--- src/hdl/wrr_pkg.sv ---
// shared constants and types for the weighted round robin selector
`default_nettype none

package wrr_pkg;

	localparam int NUM_QUEUES   = 3;
	localparam int WEIGHT_BITS  = 8;
	localparam int NUM_REGS     = 3;
	localparam int CFG_W        = 8;
	localparam int REG_IDX_W    = 2;
	localparam int HANDLE_W     = 32;
	localparam int QIDX_W       = 2;
	localparam int PTR_W        = (NUM_QUEUES > 1) ? $clog2(NUM_QUEUES) : 1;
	localparam int CW_W         = WEIGHT_BITS + 1;
	localparam int SEARCH_LIMIT = 4 * NUM_QUEUES + 4;
	localparam int STEP_W       = $clog2(SEARCH_LIMIT + 1);
	// queues that actually own a weight register
	localparam int NREG_EFF     = (NUM_REGS < NUM_QUEUES) ? NUM_REGS : NUM_QUEUES;

	// register index of the first weight, the rest follow in queue order
	localparam int REG_WEIGHT_FIRST = 0;

	typedef logic [NUM_QUEUES-1:0][WEIGHT_BITS-1:0] weight_vec_t;

	typedef struct packed {
		weight_vec_t            weight;
		logic [WEIGHT_BITS-1:0] wgcd;
		logic [WEIGHT_BITS-1:0] wmax;
	} wcfg_t;

	typedef struct packed {
		logic [QIDX_W-1:0] qidx;
		logic              none;
	} wrr_res_t;

endpackage

`default_nettype wire

--- src/hdl/wrr_derive.sv ---
// weight registers with an iterative gcd and max unit recomputed after each write
`default_nettype none

module wrr_derive (
	input  wire logic                         clk,
	input  wire logic                         arst_n,
	input  wire logic                         wr_en,
	input  wire logic [wrr_pkg::REG_IDX_W-1:0] wr_index,
	input  wire logic [wrr_pkg::CFG_W-1:0]    wr_data,
	output wrr_pkg::wcfg_t                    wcfg,
	output logic                              busy
);
	import wrr_pkg::*;

	typedef enum logic [2:0] {
		D_IDLE = 3'b001,
		D_LOAD = 3'b010,
		D_RUN  = 3'b100
	} dstate_t;

	dstate_t                   state_q;
	weight_vec_t               weight_q;
	weight_vec_t               weight_n;
	weight_vec_t               sh_q;
	logic [NUM_QUEUES-1:0]     wr_hit;
	logic                      wr_any;
	logic [PTR_W-1:0]          idx_q;
	logic [WEIGHT_BITS-1:0]    gcd_q;
	logic [WEIGHT_BITS-1:0]    max_q;
	logic [WEIGHT_BITS-1:0]    a_q;
	logic [WEIGHT_BITS-1:0]    b_q;
	logic [WEIGHT_BITS-1:0]    g_acc_q;
	logic [WEIGHT_BITS-1:0]    m_acc_q;

	always_comb begin
		weight_n = weight_q;
		for (int i = 0; i < NUM_QUEUES; i++) begin
			wr_hit[i] = (i < NREG_EFF) && wr_en &&
				(wr_index == REG_IDX_W'(REG_WEIGHT_FIRST + i));
			if (wr_hit[i]) begin
				weight_n[i] = WEIGHT_BITS'(wr_data);
			end
		end
	end

	assign wr_any = |wr_hit;

	// control and architectural state
	always_ff @(posedge clk or negedge arst_n) begin
		if (!arst_n) begin
			state_q <= D_IDLE;
			idx_q   <= '0;
			gcd_q   <= WEIGHT_BITS'(1);
			max_q   <= WEIGHT_BITS'(1);
			for (int i = 0; i < NUM_QUEUES; i++) begin
				weight_q[i] <= (i < NREG_EFF) ? WEIGHT_BITS'(1) : '0;
			end
		end else if (wr_any) begin
			// a new write restarts the derivation from queue zero
			weight_q <= weight_n;
			state_q  <= D_LOAD;
			idx_q    <= '0;
		end else begin
			unique case (state_q)
				D_LOAD: begin
					state_q <= D_RUN;
				end
				D_RUN: begin
					if (b_q == '0) begin
						if (idx_q == PTR_W'(NUM_QUEUES - 1)) begin
							gcd_q   <= a_q;
							max_q   <= m_acc_q;
							state_q <= D_IDLE;
						end else begin
							idx_q   <= idx_q + 1'b1;
							state_q <= D_LOAD;
						end
					end
				end
				default: begin
					state_q <= D_IDLE;
				end
			endcase
		end
	end

	// subtractive euclid datapath, one subtract or swap per cycle
	always_ff @(posedge clk) begin
		if (wr_any) begin
			sh_q    <= weight_n;
			g_acc_q <= '0;
			m_acc_q <= '0;
		end else begin
			unique case (state_q)
				D_LOAD: begin
					a_q  <= g_acc_q;
					b_q  <= sh_q[0];
					sh_q <= sh_q >> WEIGHT_BITS;
					if (sh_q[0] > m_acc_q) begin
						m_acc_q <= sh_q[0];
					end
				end
				D_RUN: begin
					if (b_q == '0) begin
						g_acc_q <= a_q;
					end else if (a_q >= b_q) begin
						a_q <= a_q - b_q;
					end else begin
						a_q <= b_q;
						b_q <= a_q;
					end
				end
				default: begin
				end
			endcase
		end
	end

	assign wcfg.weight = weight_q;
	assign wcfg.wgcd   = gcd_q;
	assign wcfg.wmax   = max_q;
	assign busy        = (state_q != D_IDLE);

endmodule

`default_nettype wire

--- src/hdl/wrr_search.sv ---
// queue search sequencer: one pointer step and weight compare per cycle
`default_nettype none

module wrr_search (
	input  wire logic      clk,
	input  wire logic      arst_n,
	input  wire logic      start,
	input  wire logic      out_free,
	input  wrr_pkg::wcfg_t wcfg,
	output logic           busy,
	output logic           done,
	output wrr_pkg::wrr_res_t res
);
	import wrr_pkg::*;

	typedef enum logic [2:0] {
		S_IDLE = 3'b001,
		S_RUN  = 3'b010,
		S_EMIT = 3'b100
	} sstate_t;

	sstate_t                  state_q;
	logic [PTR_W-1:0]         ptr_q;
	logic signed [CW_W-1:0]   cw_q;
	logic [PTR_W-1:0]         ptr_w_q;
	logic signed [CW_W-1:0]   cw_w_q;
	logic [STEP_W-1:0]        cnt_q;
	logic [QIDX_W-1:0]        res_qidx_q;
	logic                     res_none_q;

	logic                     wrap;
	logic [PTR_W-1:0]         ptr_nx;
	logic signed [CW_W-1:0]   cw_dec;
	logic signed [CW_W-1:0]   cw_step;
	logic [WEIGHT_BITS-1:0]   w_sel;
	logic                     hit;

	always_comb begin
		wrap   = (ptr_w_q == PTR_W'(NUM_QUEUES - 1));
		ptr_nx = wrap ? '0 : ptr_w_q + 1'b1;
		cw_dec = cw_w_q - $signed({1'b0, wcfg.wgcd});
		// lower by the gcd on wrap, reload with the max once it drops to zero or below
		if (wrap) begin
			cw_step = (cw_dec <= 0) ? $signed({1'b0, wcfg.wmax}) : cw_dec;
		end else begin
			cw_step = cw_w_q;
		end
		w_sel = wcfg.weight[ptr_nx];
		hit   = ($signed({1'b0, w_sel}) >= cw_step);
	end

	always_ff @(posedge clk or negedge arst_n) begin
		if (!arst_n) begin
			state_q    <= S_IDLE;
			ptr_q      <= PTR_W'(NUM_QUEUES - 1);
			cw_q       <= '0;
			ptr_w_q    <= '0;
			cw_w_q     <= '0;
			cnt_q      <= '0;
			res_qidx_q <= '0;
			res_none_q <= 1'b0;
		end else begin
			unique case (state_q)
				S_IDLE: begin
					if (start) begin
						ptr_w_q <= ptr_q;
						cw_w_q  <= cw_q;
						cnt_q   <= '0;
						if (wcfg.wmax == '0) begin
							res_qidx_q <= '0;
							res_none_q <= 1'b1;
							state_q    <= S_EMIT;
						end else begin
							state_q <= S_RUN;
						end
					end
				end
				S_RUN: begin
					ptr_w_q <= ptr_nx;
					cw_w_q  <= cw_step;
					cnt_q   <= cnt_q + 1'b1;
					if (hit) begin
						ptr_q      <= ptr_nx;
						cw_q       <= cw_step;
						res_qidx_q <= QIDX_W'(ptr_nx);
						res_none_q <= 1'b0;
						state_q    <= S_EMIT;
					end else if (cnt_q == STEP_W'(SEARCH_LIMIT - 1)) begin
						// search bound hit: report nothing selected, state kept
						res_qidx_q <= '0;
						res_none_q <= 1'b1;
						state_q    <= S_EMIT;
					end
				end
				S_EMIT: begin
					if (out_free) begin
						state_q <= S_IDLE;
					end
				end
				default: begin
					state_q <= S_IDLE;
				end
			endcase
		end
	end

	assign busy     = (state_q != S_IDLE);
	assign done     = (state_q == S_EMIT) && out_free;
	assign res.qidx = res_qidx_q;
	assign res.none = res_none_q;

endmodule

`default_nettype wire

--- src/hdl/weighted_round_robin_selector.sv ---
// Interleaved weighted round robin selector over three queues (gcd variant).
// Input channel: in_valid/in_stall with packet_handle; a transaction is taken
// when in_valid is high and in_stall is low. Output channel: out_valid/out_stall
// with handle_out, queue_index and no_queue, one result per input transaction.
// Weights are written through wr_en/wr_index/wr_data; index 0..2 selects the
// weight of queue 0..2, other indexes are ignored.
// After each weight write the gcd and max are rebuilt by a subtractive euclid
// unit: per queue a load step followed by subtract or swap steps; in_stall
// stays high during that time.
// Each packet passes an accept step, a search in the shared search unit (one
// pointer step and compare per cycle, none when every weight is zero) and a
// load of the output register.
// The next packet may be taken while the previous result waits in the output
// register; its search holds in the emit step until the register frees up.
// When the receiver stalls, the result stays on the outputs unchanged.
// Reset gives weights of 1, gcd and max of 1, pointer at the last queue and a
// current weight of zero; no transaction is pending after reset.
`default_nettype none

module weighted_round_robin_selector (
	input  wire logic                          clk,
	input  wire logic                          arst_n,
	input  wire logic                          wr_en,
	input  wire logic [wrr_pkg::REG_IDX_W-1:0] wr_index,
	input  wire logic [wrr_pkg::CFG_W-1:0]     wr_data,
	input  wire logic                          in_valid,
	output logic                               in_stall,
	input  wire logic [wrr_pkg::HANDLE_W-1:0]  packet_handle,
	output logic                               out_valid,
	input  wire logic                          out_stall,
	output logic [wrr_pkg::HANDLE_W-1:0]       handle_out,
	output logic [wrr_pkg::QIDX_W-1:0]         queue_index,
	output logic                               no_queue
);
	import wrr_pkg::*;

	wcfg_t                 wcfg;
	wrr_res_t              res;
	logic                  derive_busy;
	logic                  search_busy;
	logic                  search_done;
	logic                  in_acc;
	logic                  out_free;
	logic [HANDLE_W-1:0]   handle_q;
	logic                  out_valid_q;
	logic [HANDLE_W-1:0]   handle_out_q;
	logic [QIDX_W-1:0]     queue_index_q;
	logic                  no_queue_q;

	assign in_stall = derive_busy | search_busy;
	assign in_acc   = in_valid & ~in_stall;
	assign out_free = ~out_valid_q | ~out_stall;

	wrr_derive u_derive (
		.clk      (clk),
		.arst_n   (arst_n),
		.wr_en    (wr_en),
		.wr_index (wr_index),
		.wr_data  (wr_data),
		.wcfg     (wcfg),
		.busy     (derive_busy)
	);

	wrr_search u_search (
		.clk      (clk),
		.arst_n   (arst_n),
		.start    (in_acc),
		.out_free (out_free),
		.wcfg     (wcfg),
		.busy     (search_busy),
		.done     (search_done),
		.res      (res)
	);

	always_ff @(posedge clk) begin
		if (in_acc) begin
			handle_q <= packet_handle;
		end
		if (search_done) begin
			handle_out_q  <= handle_q;
			queue_index_q <= res.qidx;
			no_queue_q    <= res.none;
		end
	end

	always_ff @(posedge clk or negedge arst_n) begin
		if (!arst_n) begin
			out_valid_q <= 1'b0;
		end else if (search_done) begin
			out_valid_q <= 1'b1;
		end else if (~out_stall) begin
			out_valid_q <= 1'b0;
		end
	end

	assign out_valid   = out_valid_q;
	assign handle_out  = handle_out_q;
	assign queue_index = queue_index_q;
	assign no_queue    = no_queue_q;

endmodule

`default_nettype wire

--- config.mk ---
export PLATFORM = sky130hd
export DESIGN_NAME = weighted_round_robin_selector
export DESIGN_NICKNAME = d
export VERILOG_FILES = /design/src/hdl/wrr_pkg.sv /design/src/hdl/wrr_derive.sv /design/src/hdl/wrr_search.sv /design/src/hdl/weighted_round_robin_selector.sv
export SDC_FILE = /design/constraint.sdc
export NUM_CORES = 1
export LEC_CHECK = 0
export BUFFER_PORTS_ARGS = -buffer_cell sky130_fd_sc_hd__buf_4
export CORE_MARGIN = 8
export CORE_UTILIZATION = 45
export CTS_CLUSTER_DIAMETER = 50
export CTS_CLUSTER_SIZE = 28
export DETAILED_ROUTE_END_ITERATION = 12
export PLACE_DENSITY = 0.77
export SLEW_MARGIN = 15
export SYNTH_ARGS = -nofsm -noshare
export SYNTH_HDL_FRONTEND = slang
export SYNTH_SLANG_ARGS = --single-unit
--- constraint.sdc ---
create_clock -name clk -period 4 [get_ports clk]
set_clock_uncertainty 0.2 [all_clocks]
set_input_delay 0.4 -clock clk [delete_from_list [all_inputs] [get_ports clk]]
set_output_delay 0.4 -clock clk [all_outputs]
set_load 0.02 [all_outputs]
==> results.txt, run 1 <==
- Last weighted congestion value of the routability-driven placer: between 0.8 and 0.9
* Crit path capture type: flip-flop
* Worst setup path start: u_search.cw_w_q[0]
* Placed Instances: 1179
- Number of cell rows: 53
- In this run, the combinational gates consume a little over a quarter of the power.
- Final layout net count: between 1000 and 1500
* Die area: 25900 um2
- Period minus WS final: about 4.3 ns
- Switching fraction of total power: 31.7%
* Critical register-to-register path startpoint: u_search.cw_w_q[0]
* Remaining antenna violation count after routing: 0
- Most heavily used metal layer in global routing: met2
- The number of nets in the synthesized netlist is roughly 890.
- Fin. max-slew vios: 0
- Number of violations reported at the end of detailed-routing iteration 0: between 300 and 400
* Port-buffer cells: 83
* FF-to-FF End: u_search.cw_q[5]
* Min-delay worst type: input port to flip-flop
- In this run the vertical extent of the chip is around 160 um.
- Clock-pin slew was measured on the worst setup and hold paths at around 0.08 ns.
- Deepest level of the CTS H-tree: 1
- The later pin in the worst-skew pair is clocked with a latency of between 0.5 and 0.6 ns.
- Inserted Clock Buffers: 22
- After synthesis the cells add up to approximately 9400 um2.
* F_max: about 0.23 GHz
* Highest-count cells in the layout ignoring fill and taps: buf_4 (127), nand2_1 (112), edfxtp_1 (107), dfrtp_1 (71), nor2_1 (52)
- Worst rel slew slack: around a quarter
* Cell at the root of the clock tree: clkbuf_16
- Setup repair after global routing missed its margin: yes
- Once the floorplan was initialized, standard cells occupied 45.3% of the core.
- Average cell area after synthesis: ~12 um2
- The initial antenna violation count was 0.
- The core region is 20800 um2.
* Final routed DRC violation total: 0
- Detailed Place HPWL: about 15 mm
- First drt pass iteration count: 5
* Failing checks: setup timing
- Critical path data required time: 4.22 ns
- Worst Tran Pin Value: around 1.1 ns
- For this run, the slowest stage of the critical path takes about 0.53 ns.
* Capture point of the critical path: u_search.cw_q[5]
* EDFF count, synth: ~110
* Maximum resistive drop on vdd: 388 uV
- The floorplan step set the die width to about 160 um.
- Logic depth of the worst path, buffers included: 19
- After detailed routing, the number of vias per cell comes to between 5 and 6.
- Synthesized flop and latch total: about 200
* Crit start category: flip-flop
* R2R setup slack: -0.34 ns
* R2R cell count: 19
* Family with the most delay on the worst path: compound AO/OA/AOI/OAI gates
- Final Routed Wirelength: about 23 mm
- The clock drives between 200 and 250 sinks.
- Dividing the detail-routed wire length by the instance count gives between 15 and 20 um.
- Synthesis produced a netlist whose cell count is a little over 800.
* Final Cycle Share: 108%
- Entering global routing, the biggest net connects 80 pins.
- Of all nets on the critical path, the largest fanout is 5.
- Leading cell type in the layout, fill and taps excluded: buf_4
- Wire length of the first global-routing pass: between 30 and 40 mm
- Global routing consumed, on the met3 layer, ~2.2% of the routing resources.
- The analysis attributes to cell leakage a power of approximately 0.0051 uW.
* Total power per unit cell area: 527 nW/um2
- Counting flops with an async set or reset pin after synthesis yields a share of 39.1%.
- Critical Path AT: about 4.6 ns
- Register share of total power: 40.7%
- Top FF cell, synth: edfxtp_1
- During synthesis, Yosys emitted a total of 0 warnings.
- Met1 track utilization from global routing: between 15 and 20%
* Antenna cells: 0
* Portion of the post-synthesis area used by sequential elements: 58.5%
- Setup slack after placement: -0.128 ns
- The final hold violation count came to 0.
* Via count of the first global-routing pass: between 7000 and 8000
- Total vias in the final route: 6871
- No sink is reached through more buffers than the 3 on the longest clock path.
* Clock tree from TritonCTS: done
- Number of cells in the finished layout apart from fillers: roughly 1300
- Area grow syn2layout: 29.0%
- Net load switching power: between 2000 and 2500 uW
* Result of the run: finished, violations left
* Fraction of final layout cells sized beyond drive strength 1: 26.6%
- CP Buf/Inv Count: 4
- After global routing the overflow that remains totals 0.
* Met2 global-route usage: a little under a third
- Slowest CP cell: fa_2
* Distinct cell type count of the synthesized netlist: between 70 and 80
- Number of primary I/O pins: 84
- The internal portion of the total power is 4380 uW.
- Setup violations remaining at the end of the flow were counted as 15.
- Series of cell instances along the critical path: inv_2 -> ha_4 -> fa_2 -> inv_2 -> or3_4 -> nor4b_4 -> a211oi_4 -> buf_6 -> mux2i_1 -> o21a_1 -> ha_4 -> a21o_1 -> a31oi_4 -> o211a_1 -> nor2_4 -> buf_6 -> a21oi_2 -> a31o_2 -> a31oi_1
- After layout, the worst setup slack is -0.337 ns.
- Once layout is complete, the utilization of the core stands at between 50% and 60%.
* Total routing resource utilization after global routing: between 15 and 20%
- Reported max-cap violation count: 0
- The critical path is of the flip-flop to flip-flop type.
* Part of the total power dissipated in the clock network: ~32%
==> worst min path at each step <==
stage,start,end,depth (start not counted)
4_1_cts,wr_index[0],u_derive.sh_q[13],2
5_1_grt,wr_index[0],u_derive.sh_q[12],2
3_3_place_gp,handle_q[17],handle_out[17],0
3_5_place_dp,handle_q[2],handle_out[2],0
6_report,wr_index[0],u_derive.sh_q[13],2
2_1_floorplan,arst_n,out_valid,0
==> cell type report <==
cell class / count / area (um2)
timing repair buffer: 179 / 1530
sequential: 202 / 5520
fill: 1678 / 8650
clock buffer: 24 / 579
tap: 275 / 344
inverter: 43 / 161
multi-input combinational: 535 / 3860
clock inverter: 16 / 180
==> Yosys cell counts, drive strengths merged (3+ instances only) <==
cell	number	area, um2
a211oi	3	35.0
a21boi	4	30.0
a21o	8	60.1
a21oi	30	154
a221o	4	40.0
a22oi	5	37.5
a31oi	4	25.0
and2	14	87.6
and3	3	18.8
buf	12	60.1
clkbuf	18	67.6
dfrtp	71	1780
dfstp	8	210
dfxtp	16	320
edfxtp	107	3210
ha	35	438
inv	43	161
mux2	34	383
mux2i	42	420
nand2	116	435
nand2b	14	90.1
nand3	6	30.0
nand4	3	18.8
nor2	56	213
nor2b	4	25.0
nor3	6	35.0
o211ai	4	30.0
o21a	12	90.1
o21ai	51	259
o221ai	6	52.6
o22ai	10	62.6
o31ai	7	57.6
or2	4	25.0
or3	4	25.0
xnor2	7	61.3
xor2	3	26.3
==> metal layers <==
layer	share of wire, %	routed length [um]
met5	0	0
met2	53	12000
met3	3.6	819
met1	41	9160
met4	2.7	611
==> power groups by stage <==
stage / registers [uW] / clock network, uW / logic (uW)
CTS: 2600 / 2100 / 1600
detailed placement: 2640 / 0 / 1440
floorplan: 2580 / 0 / 974
finish: 2610 / 2070 / 1730
global placement: 2630 / 0 / 1400
global route: 2640 / 2180 / 1880
==> sequential cells by signal, indices dropped and copies added (netlist names), 3 cells and up <==
| signal | flops |
|---|---|
| u_derive.m_acc_q | 8 |
| handle_out | 32 |
| u_search.cnt_q | 5 |
| u_search.state_q | 3 |
| u_derive.a_q | 8 |
| u_derive.sh_q | 24 |
| handle_q | 32 |
| u_search.cw_w_q | 9 |
| u_derive.g_acc_q | 8 |
| u_derive.b_q | 8 |
| u_derive.gcd_q | 8 |
| u_derive.wcfg | 24 |
| u_search.cw_q | 9 |
| u_derive.state_q | 3 |
| u_derive.max_q | 8 |
==> timing repair <==
item,CTS,global route
buffers inserted,4,6
pin swaps,10,4
hold buffers,42,0
endpoints found under the setup margin,15,16
gates cloned,0,2
endpoints found under the hold margin,128,0
resized for setup,19,17
==> metrics by stage <==
step	hold slack (ns)	instance area (um2)	TNS, ns	total power (uW)
floorplan	-0.0956	9500	0	3560
global placement	0.200	10700	-0.296	4030
detailed placement	0.205	10700	-1.09	4080
CTS	0.0729	12000	-2.17	6300
global route	0.0925	12200	-5.50	6690
finish	0.0949	12200	-3.46	6420
==> logic make-up (layout without fill, tap and decap cells) <==
family / count (synthesis) / count (layout) / share of synthesized area [%]
fa+ha+maj: 37 / 37 / 5.06
flops: 202 / 202 / 58.5
buf+inv: 73 / 262 / 3.06
xor+xnor: 10 / 10 / 0.928
mux: 76 / 76 / 8.51
compound gates: 166 / 166 / 11.9
simple gates: 245 / 246 / 12.1
Power figures use the tool's default switching activity.
==> run 2, diff against run 1 <==
--- a/config.mk
+++ b/config.mk
@@ -12,6 +12,8 @@
 export CTS_CLUSTER_SIZE = 28
 export DETAILED_ROUTE_END_ITERATION = 12
 export PLACE_DENSITY = 0.77
+export SETUP_SLACK_MARGIN = 0.05
+export SKIP_CTS_REPAIR_TIMING = 1
 export SLEW_MARGIN = 15
 export SYNTH_ARGS = -nofsm -noshare
 export SYNTH_HDL_FRONTEND = slang
==> run 2 against run 1 <==
Critical path type unchanged. Global-route usage down 0.65 points. Sequential cell count unchanged. Non-clock buffer count down 2. The run still ends with setup timing left. Die area unchanged. Wire length down 2.4%.
==> results.txt, run 2 (synthesis results as in run 1) <==
* Hold path startpoint: wr_index[0]
- The measured slew at the worst slew-check pin was 1.14 ns (+0.0280 ns).
- Series of cell instances along the critical path: inv_1 -> ha_2 -> fa_2 -> nand2b_4 -> a2111oi_4 -> a211oi_2 -> nor4b_4 -> a211oi_4 -> mux2i_2 -> o21ai_2 -> ha_1 -> nand2b_1 -> a31oi_1 -> o211a_1 -> nor2_4 -> nand2_4 -> buf_6 -> a221o_1
- Critical Path AT: 4.39 ns (-0.17 ns)
- The maximum root-to-sink buffer count is 3 (unchanged).
* Area of the core: 20800 um2 (unchanged)
- In this run the critical register-to-register path is launched from u_search.cw_w_q[0].
- The number of nets with antenna violations after routing is 0 (unchanged).
* Starting utilization of the core area: 45.3% (unchanged)
- Crit path capture type: flip-flop
* Cell at the root of the clock tree: clkbuf_16
* Last weighted congestion value of the routability-driven placer: 0.828 (-4.9%)
- The max-slew violation total from the final report came to 0 (unchanged).
- Maximum resistive drop on vdd: 375 uV (-3.2%)
- The total routing resource utilization after global routing came to 16.1% (-0.65 points).
- Die area: 25900 um2 (unchanged)
- The time the final worst path needs with I/O delays and setup was 4.18 ns (-0.156 ns).
- Final-layout fill cell count: 1720 (+2.5%)
- The checks that failed: setup timing.
- Inserted Clock Buffers: 23 (+4.5%)
- Min-delay worst type: input port to flip-flop
- Finish-stage setup viols: 16 (+1)
* Worst setup path start: u_search.cw_w_q[0]
* Crit start category: flip-flop
- Slowest CP cell: a211oi_4
- The total wire length after detailed routing came to 22.0 mm (-2.4%).
* Total vias in the final route: 6732 (-2.0%)
- Number of primary I/O pins: 84 (unchanged)
- Port-buffer cells: 83 (unchanged)
* Reported max-cap violation count: 0 (unchanged)
- The share of layout cells above drive strength 1 came to 25.1% (-1.6 points).
- Clk Latency, worst-skew pair: 0.53 ns (+0.02 ns)
- Number of antenna violations at the first check in global routing: 0 (unchanged)
* Number of cell rows: 53 (unchanged)
* Clock transition time at the flip-flop clock pins of the worst setup and hold paths: 0.07 ns (about the same)
- Overall die height: 161 um (unchanged)
* Via-per-instance ratio: 5.29 (-1.9%)
- Final routed DRC violation total: 0 (unchanged)
- The pin count of the biggest net entering global routing was 80 (unchanged).
- The detailed-router iteration count before antenna repair is 5 (unchanged).
* Total Power Consumption: 6460 uW (+0.72%)
* Number of violations reported at the end of detailed-routing iteration 0: 504 (+34%)
- Final layout net count: 1065 (-0.19%)
- The instance area at placement came to 10700 um2 (+0.23%).
* Leading cell type in the layout, fill and taps excluded: buf_4
- Broken down by cell family, the worst path's largest delay share belongs to compound AO/OA/AOI/OAI gates.
- Type of the worst setup path: flip-flop to flip-flop
* Detailed Place HPWL: 14.8 mm (+0.37%)
* Deepest level of the CTS H-tree: 1 (unchanged)
- Highest-count cells in the layout ignoring fill and taps: buf_4 (130), nand2_1 (115), edfxtp_1 (107), dfrtp_1 (71), nor2_1 (54)
- The total non-filler cell area in the finished layout is 12100 um2 (-0.92%).
* Leakage power: 0.00505 uW (-0.55%)
* Critical path data required time: 4.21 ns (about the same)
- Total power per unit cell area: 536 nW/um2 (+1.7%)
- The flow ran to the end, but the final reports show violations.
- The first-pass GRT wire length is 34.5 mm (-4.1%).
* Die extent in x: 161 um (unchanged)
* Total congestion overflow after global routing: 0 (unchanged)
* Count of endpoints failing hold in the final timing report: 0 (unchanged)
- Maximum net fanout on the critical path: 6 (+1)
* F_max: 0.239 GHz (+3.7%)
* Clock tree from TritonCTS: done
- The via count of the first global-routing pass was 6678 (-5.5%).
- Final Cycle Share: 105% (-3.9 points)
- Setup slack after placement: -0.185 ns (-0.0573 ns)
* Wire per inst: 17.3 um (-2.3%)
- The relative slew slack is 24.0% (-1.9 points).
- Setup repair after global routing could not meet its margin everywhere.
* CP Buf/Inv Count: 2 (-2)
- Crit-path max cell delay: 0.37 ns (-0.16 ns)
- Worst path setup slack after routing: -0.181 ns (+0.156 ns)
* Antenna cells: 0 (unchanged)
* CTS sink count: 202 (unchanged)
- Area grow syn2layout: 27.8%
run 2: changes by cell type in the layout (fill, tap and decap cells not counted), sizes merged:
cell,previous run,this run
clkinv,7,5
clkinvlp,0,3
buf,136,135
clkbuf,25,24
nand2,117,116
inv,52,50
bufinv,0,3
run 2: worst paths after layout:
path | slack (ns) | endpoint | cells past startpoint
max | -0.18 | u_search.cw_q[4] | 18
min | 0.07 | u_derive.sh_q[13] | 2
max reg2reg | -0.18 | u_search.cw_q[4] | 18
min reg2reg | 0.22 | handle_out[9] | 0
max in group asynchronous | 2.51 | u_derive.idx_q[0] | 2
min in group asynchronous | 0.38 | u_search.cnt_q[0] | 2
run 2: metal layers:
metal	share of wire (%)	wire length, um	global-route usage [%]	vias to the layer above
li1	-	-	-	3258
met1	42	9250	19.7	3273
met2	52	11400	28.6	163
met3	3.6	793	2.56	38
met4	2.6	571	5.18	0
met5	0	0	0	-
run 2: worst reg2reg max path, stage by stage (launching register included):
cell and delay (ns):
dfrtp_1 0.35, inv_1 0.05, ha_2 0.18, fa_2 0.34, nand2b_4 0.18, a2111oi_4 0.31
a211oi_2 0.07, nor4b_4 0.15, a211oi_4 0.37, mux2i_2 0.36, o21ai_2 0.09, ha_1 0.29
nand2b_1 0.09, a31oi_1 0.07, o211a_1 0.26, nor2_4 0.16, nand2_4 0.09, buf_6 0.15
a221o_1 0.30
run 2: layout make-up:
| cell class | instances | area [um2] | area share, % |
|---|---|---|---|
| Clock buffer | 24 | 579 | 4.80 |
| Timing Repair Buffer | 177 | 1480 | 12.2 |
| Inverter | 43 | 161 | 1.34 |
| Multi-Input combinational cell | 534 | 3740 | 31.0 |
| Tap cell | 275 | 344 | 2.85 |
| Sequential cell | 202 | 5520 | 45.8 |
| Clock inverter | 18 | 235 | 1.95 |
run 2: power by group:
group,switching [uW],leakage (uW),internal [uW]
Clock,937,0.000393,1300
Combinational,846,0.00257,787
Sequential,153,0.00209,2440
Total,1940,0.00505,4530
run 2: per-stage QoR:
stage	util (%)	hold slack, ns	cells	setup TNS, ns
5_1_grt	57.9	0.0674	1273	-4.89
3_5_place_dp	51.4	0.205	1182	-1.64
2_1_floorplan	-	-0.0956	809	0
3_3_place_gp	51.4	0.201	1182	-0.134
4_1_cts	55.3	-0.168	1224	-2.03
6_report	57.9	0.0738	1273	-1.87
==> run 3, diff against run 2 <==
--- a/config.mk
+++ b/config.mk
@@ -11,7 +11,7 @@
 export CTS_CLUSTER_DIAMETER = 50
 export CTS_CLUSTER_SIZE = 28
 export DETAILED_ROUTE_END_ITERATION = 12
-export PLACE_DENSITY = 0.77
+export PLACE_DENSITY = 0.75
 export SETUP_SLACK_MARGIN = 0.05
 export SKIP_CTS_REPAIR_TIMING = 1
 export SLEW_MARGIN = 15
==> constraint.sdc (replaced) <==
create_clock -name clk -period 3.95 [get_ports clk]
set_clock_uncertainty 0.2 [all_clocks]
set_input_delay 0.395 -clock clk [delete_from_list [all_inputs] [get_ports clk]]
set_output_delay 0.395 -clock clk [all_outputs]
set_load 0.02 [all_outputs]
==> run 3 against run 2 <==
Global-route usage decreased by 0.38 points. Highest routed layer unchanged. Hold slack improved by 0.015 ns. Via count rose by 0.30%. Sequential cell count unchanged. The run still ends with setup timing left.
==> results.txt, run 3 (synthesis results as in run 1) <==
* Final Routed Wirelength: 21.5 mm (-2.4%)
* Total vias in the final route: 6752 (+0.30%)
- Die extent in x: 161 um (unchanged)
- Setup repair after global routing could not meet its margin everywhere.
- Final routed DRC violation total: 0 (unchanged)
- Worst Tran Pin Value: 1.13 ns (-0.00725 ns)
- Compared with the post-synthesis result, the final layout area differs by 26.2%.
- The total non-filler cell area in the finished layout is 11900 um2 (-1.2%).
- Last weighted congestion value of the routability-driven placer: 0.878 (+6.1%)
- In this run the worst hold path is classified as input port to flip-flop.
- The standard-cell row count was 53 (unchanged).
- Total Negative Setup Slacks: -2.88 ns (-1.01 ns)
* Total congestion overflow after global routing: 0 (unchanged)
- Total power per unit cell area: 525 nW/um2 (-2.0%)
- Clock transition time at the flip-flop clock pins of the worst setup and hold paths: 0.08 ns (about the same)
- The sum of met3 wire segment lengths after detailed routing came to 931 um (+17%).
* Met1 wire length: 9.05 mm (-2.1%)
* Fraction of final layout cells sized beyond drive strength 1: 24.5% (-0.58 points)
- The final antenna diode count came to 0 (unchanged).
* Final layout net count: 1055 (-0.94%)
- Highest-count cells in the layout ignoring fill and taps: buf_4 (125), nand2_1 (111), edfxtp_1 (107), dfrtp_1 (71), nor2_1 (54)
- Setup slack after placement: -0.274 ns (-0.0882 ns)
* Fin. max-slew vios: 0 (unchanged)
- The cell count of the worst hold path is 2 (unchanged).
- Remaining antenna violation count after routing: 0 (unchanged)
* Period minus WS final: 4.19 ns (+0.00912 ns)
* Number of primary I/O pins: 84 (unchanged)
* Area of the core: 20800 um2 (unchanged)
- The cell sitting at the root of the clock tree is a clkbuf_16.
- The worst setup path is launched from a flip-flop.
- Number of cells in the finished layout apart from fillers: 1260 (-1.0%)
- Critical Path AT: 4.42 ns (+0.03 ns)
- The detailed-router iteration count before antenna repair is 7 (+2).
* Crit path capture type: flip-flop
* Critical path data required time: 4.18 ns (-0.03 ns)
- Maximum number of pins on one net before global-route repair: 80 (unchanged)
- Number of antenna violations at the first check in global routing: 0 (unchanged)
- Crit-path max cell delay: 0.52 ns (+0.15 ns)
- The instance count after placement with tap cells included came to 1177 (-0.42%).
- The worst hold margin is 0.0892 ns (+0.0154 ns).
- The via count of the first global-routing pass was 6461 (-3.2%).
* Reported max-cap violation count: 0 (unchanged)
* Maximum net fanout on the critical path: 9 (+3)
- The amount of wire on met2 after detailed routing was 11.0 mm (-3.5%).
- Dpl cell area: 10700 um2 (-0.35%)
- Wire length of the first global-routing pass: 33.8 mm (-2.0%)
- Maximum resistive drop on vdd: 408 uV (+8.8%)
* Slowest CP cell: fa_2
- The flow ran to the end, but the final reports show violations.
* Failing checks: setup timing
- Worst path setup slack after routing: -0.240 ns (-0.0591 ns)
- The number of vias per cell was 5.36 (+1.3%).
- Overall die height: 161 um (unchanged)
- The most critical setup path has its startpoint at u_search.cw_w_q[0].
- R2R cell count: 18 (unchanged)
- Total routing resource utilization after global routing: 15.7% (-0.38 points)
* Finish-stage setup viols: 16 (unchanged)
- The violation count after the first detailed-route iteration was 488 (-3.2%).
- Final-layout fill cell count: 1673 (-2.7%)
* Highest routed metal layer: met4
* R2R setup slack: -0.24 ns (-0.06 ns)
- The achievable frequency came to 0.239 GHz (-0.22%).
- The worst setup path is of the flip-flop to flip-flop kind.
- CTS sink count: 202 (unchanged)
- The final hold violation count is 0 (unchanged).
- Detailed Place HPWL: 14.7 mm (-0.90%)
- Worst rel slew slack: 24.5% (+0.50 points)
- The worst register-to-register path ends at u_search.cw_q[6].
* Max clock buf depth: 3 (unchanged)
- The library cell used most frequently in the layout, excluding fill and tap cells, is buf_4.
- The average detailed-routed wire length per instance is 17.1 um (-1.4%).
* Die area: 25900 um2 (unchanged)
- In this run the most critical hold path is launched from wr_index[0].
- The path with the worst hold slack has its endpoint at u_derive.sh_q[13].
- The signal on the critical path passes through inv_2 -> ha_4 -> fa_2 -> inv_1 -> or3_4 -> nor4b_4 -> a211oi_4 -> buf_4 -> mux2i_1 -> o21a_1 -> ha_1 -> a21o_1 -> a31oi_1 -> o211a_1 -> nor2_4 -> nand2_4 -> mux2_2 -> o21ai_1.
- The port buffer count is 83 (unchanged).
- Inserted Clock Buffers: 20 (-13%)
- Final Cycle Share: 106% (+1.6 points)
- The count of H-tree levels built during CTS was 1 (unchanged).
* Critical register-to-register path startpoint: u_search.cw_w_q[0]
- The leakage power came to 0.00495 uW (-2.0%).
* Starting utilization of the core area: 45.3% (unchanged)
- Clk Latency, worst-skew pair: 0.51 ns (-0.02 ns)
- TritonCTS built the clock tree.
-- run 3: cell count changes in the layout (fill, tap and decap cells not counted), sizes merged --
cell / delta
clkinv: -2
bufinv: -3
clkbuf: -2
inv: +1
buf: -7
-- run 3: power by group --
group	internal, uW	switching, uW	leakage [uW]
logic	780	857	0.00253
registers	2470	157	0.00209
clock network	1050	942	0.000331
total	4300	1960	0.00495
-- run 3: worst max path at each step --
stage | to | slack [ns]
finish | u_search.cw_q[6] | -0.24
global route | u_search.cw_q[5] | -0.46
CTS | u_search.cw_q[6] | -0.35
detailed placement | u_search.cw_q[4] | -0.27
global placement | u_search.cw_q[4] | -0.15
floorplan | u_search.cw_q[4] | -0.04
-- run 3: critical path, delay by kind of cell, from the launching register on --
family / cells / cell delay [ns]
mux: 2 / 0.49
simple gates: 4 / 0.96
compound gates: 6 / 0.96
fa+ha+maj: 3 / 0.86
flops: 1 / 0.36
buf+inv: 3 / 0.28
-- run 3: per-layer routing --
metal	track usage [%]	vias up
met1	20.2	3306
li1	-	3246
met4	4.46	0
met5	0	-
met2	27.0	159
met3	2.51	41
-- run 3: through the flow --
stage                     utilization (%)  power [uW]
after global placement               51.2        4090
after CTS                            54.6        6150
final                                57.2        6260
after global routing                 57.2        6580
after floorplan                         -        3600
after detailed placement             51.2        4140
-- run 3: area by class of cell --
type,count,area (um2),area share (%)
clock inverter,14,171,1.44
timing repair buffer,170,1400,11.8
tap,275,344,2.89
multi-input combinational,534,3790,31.8
inverter,43,161,1.35
clock buffer,22,529,4.44
sequential,202,5520,46.3
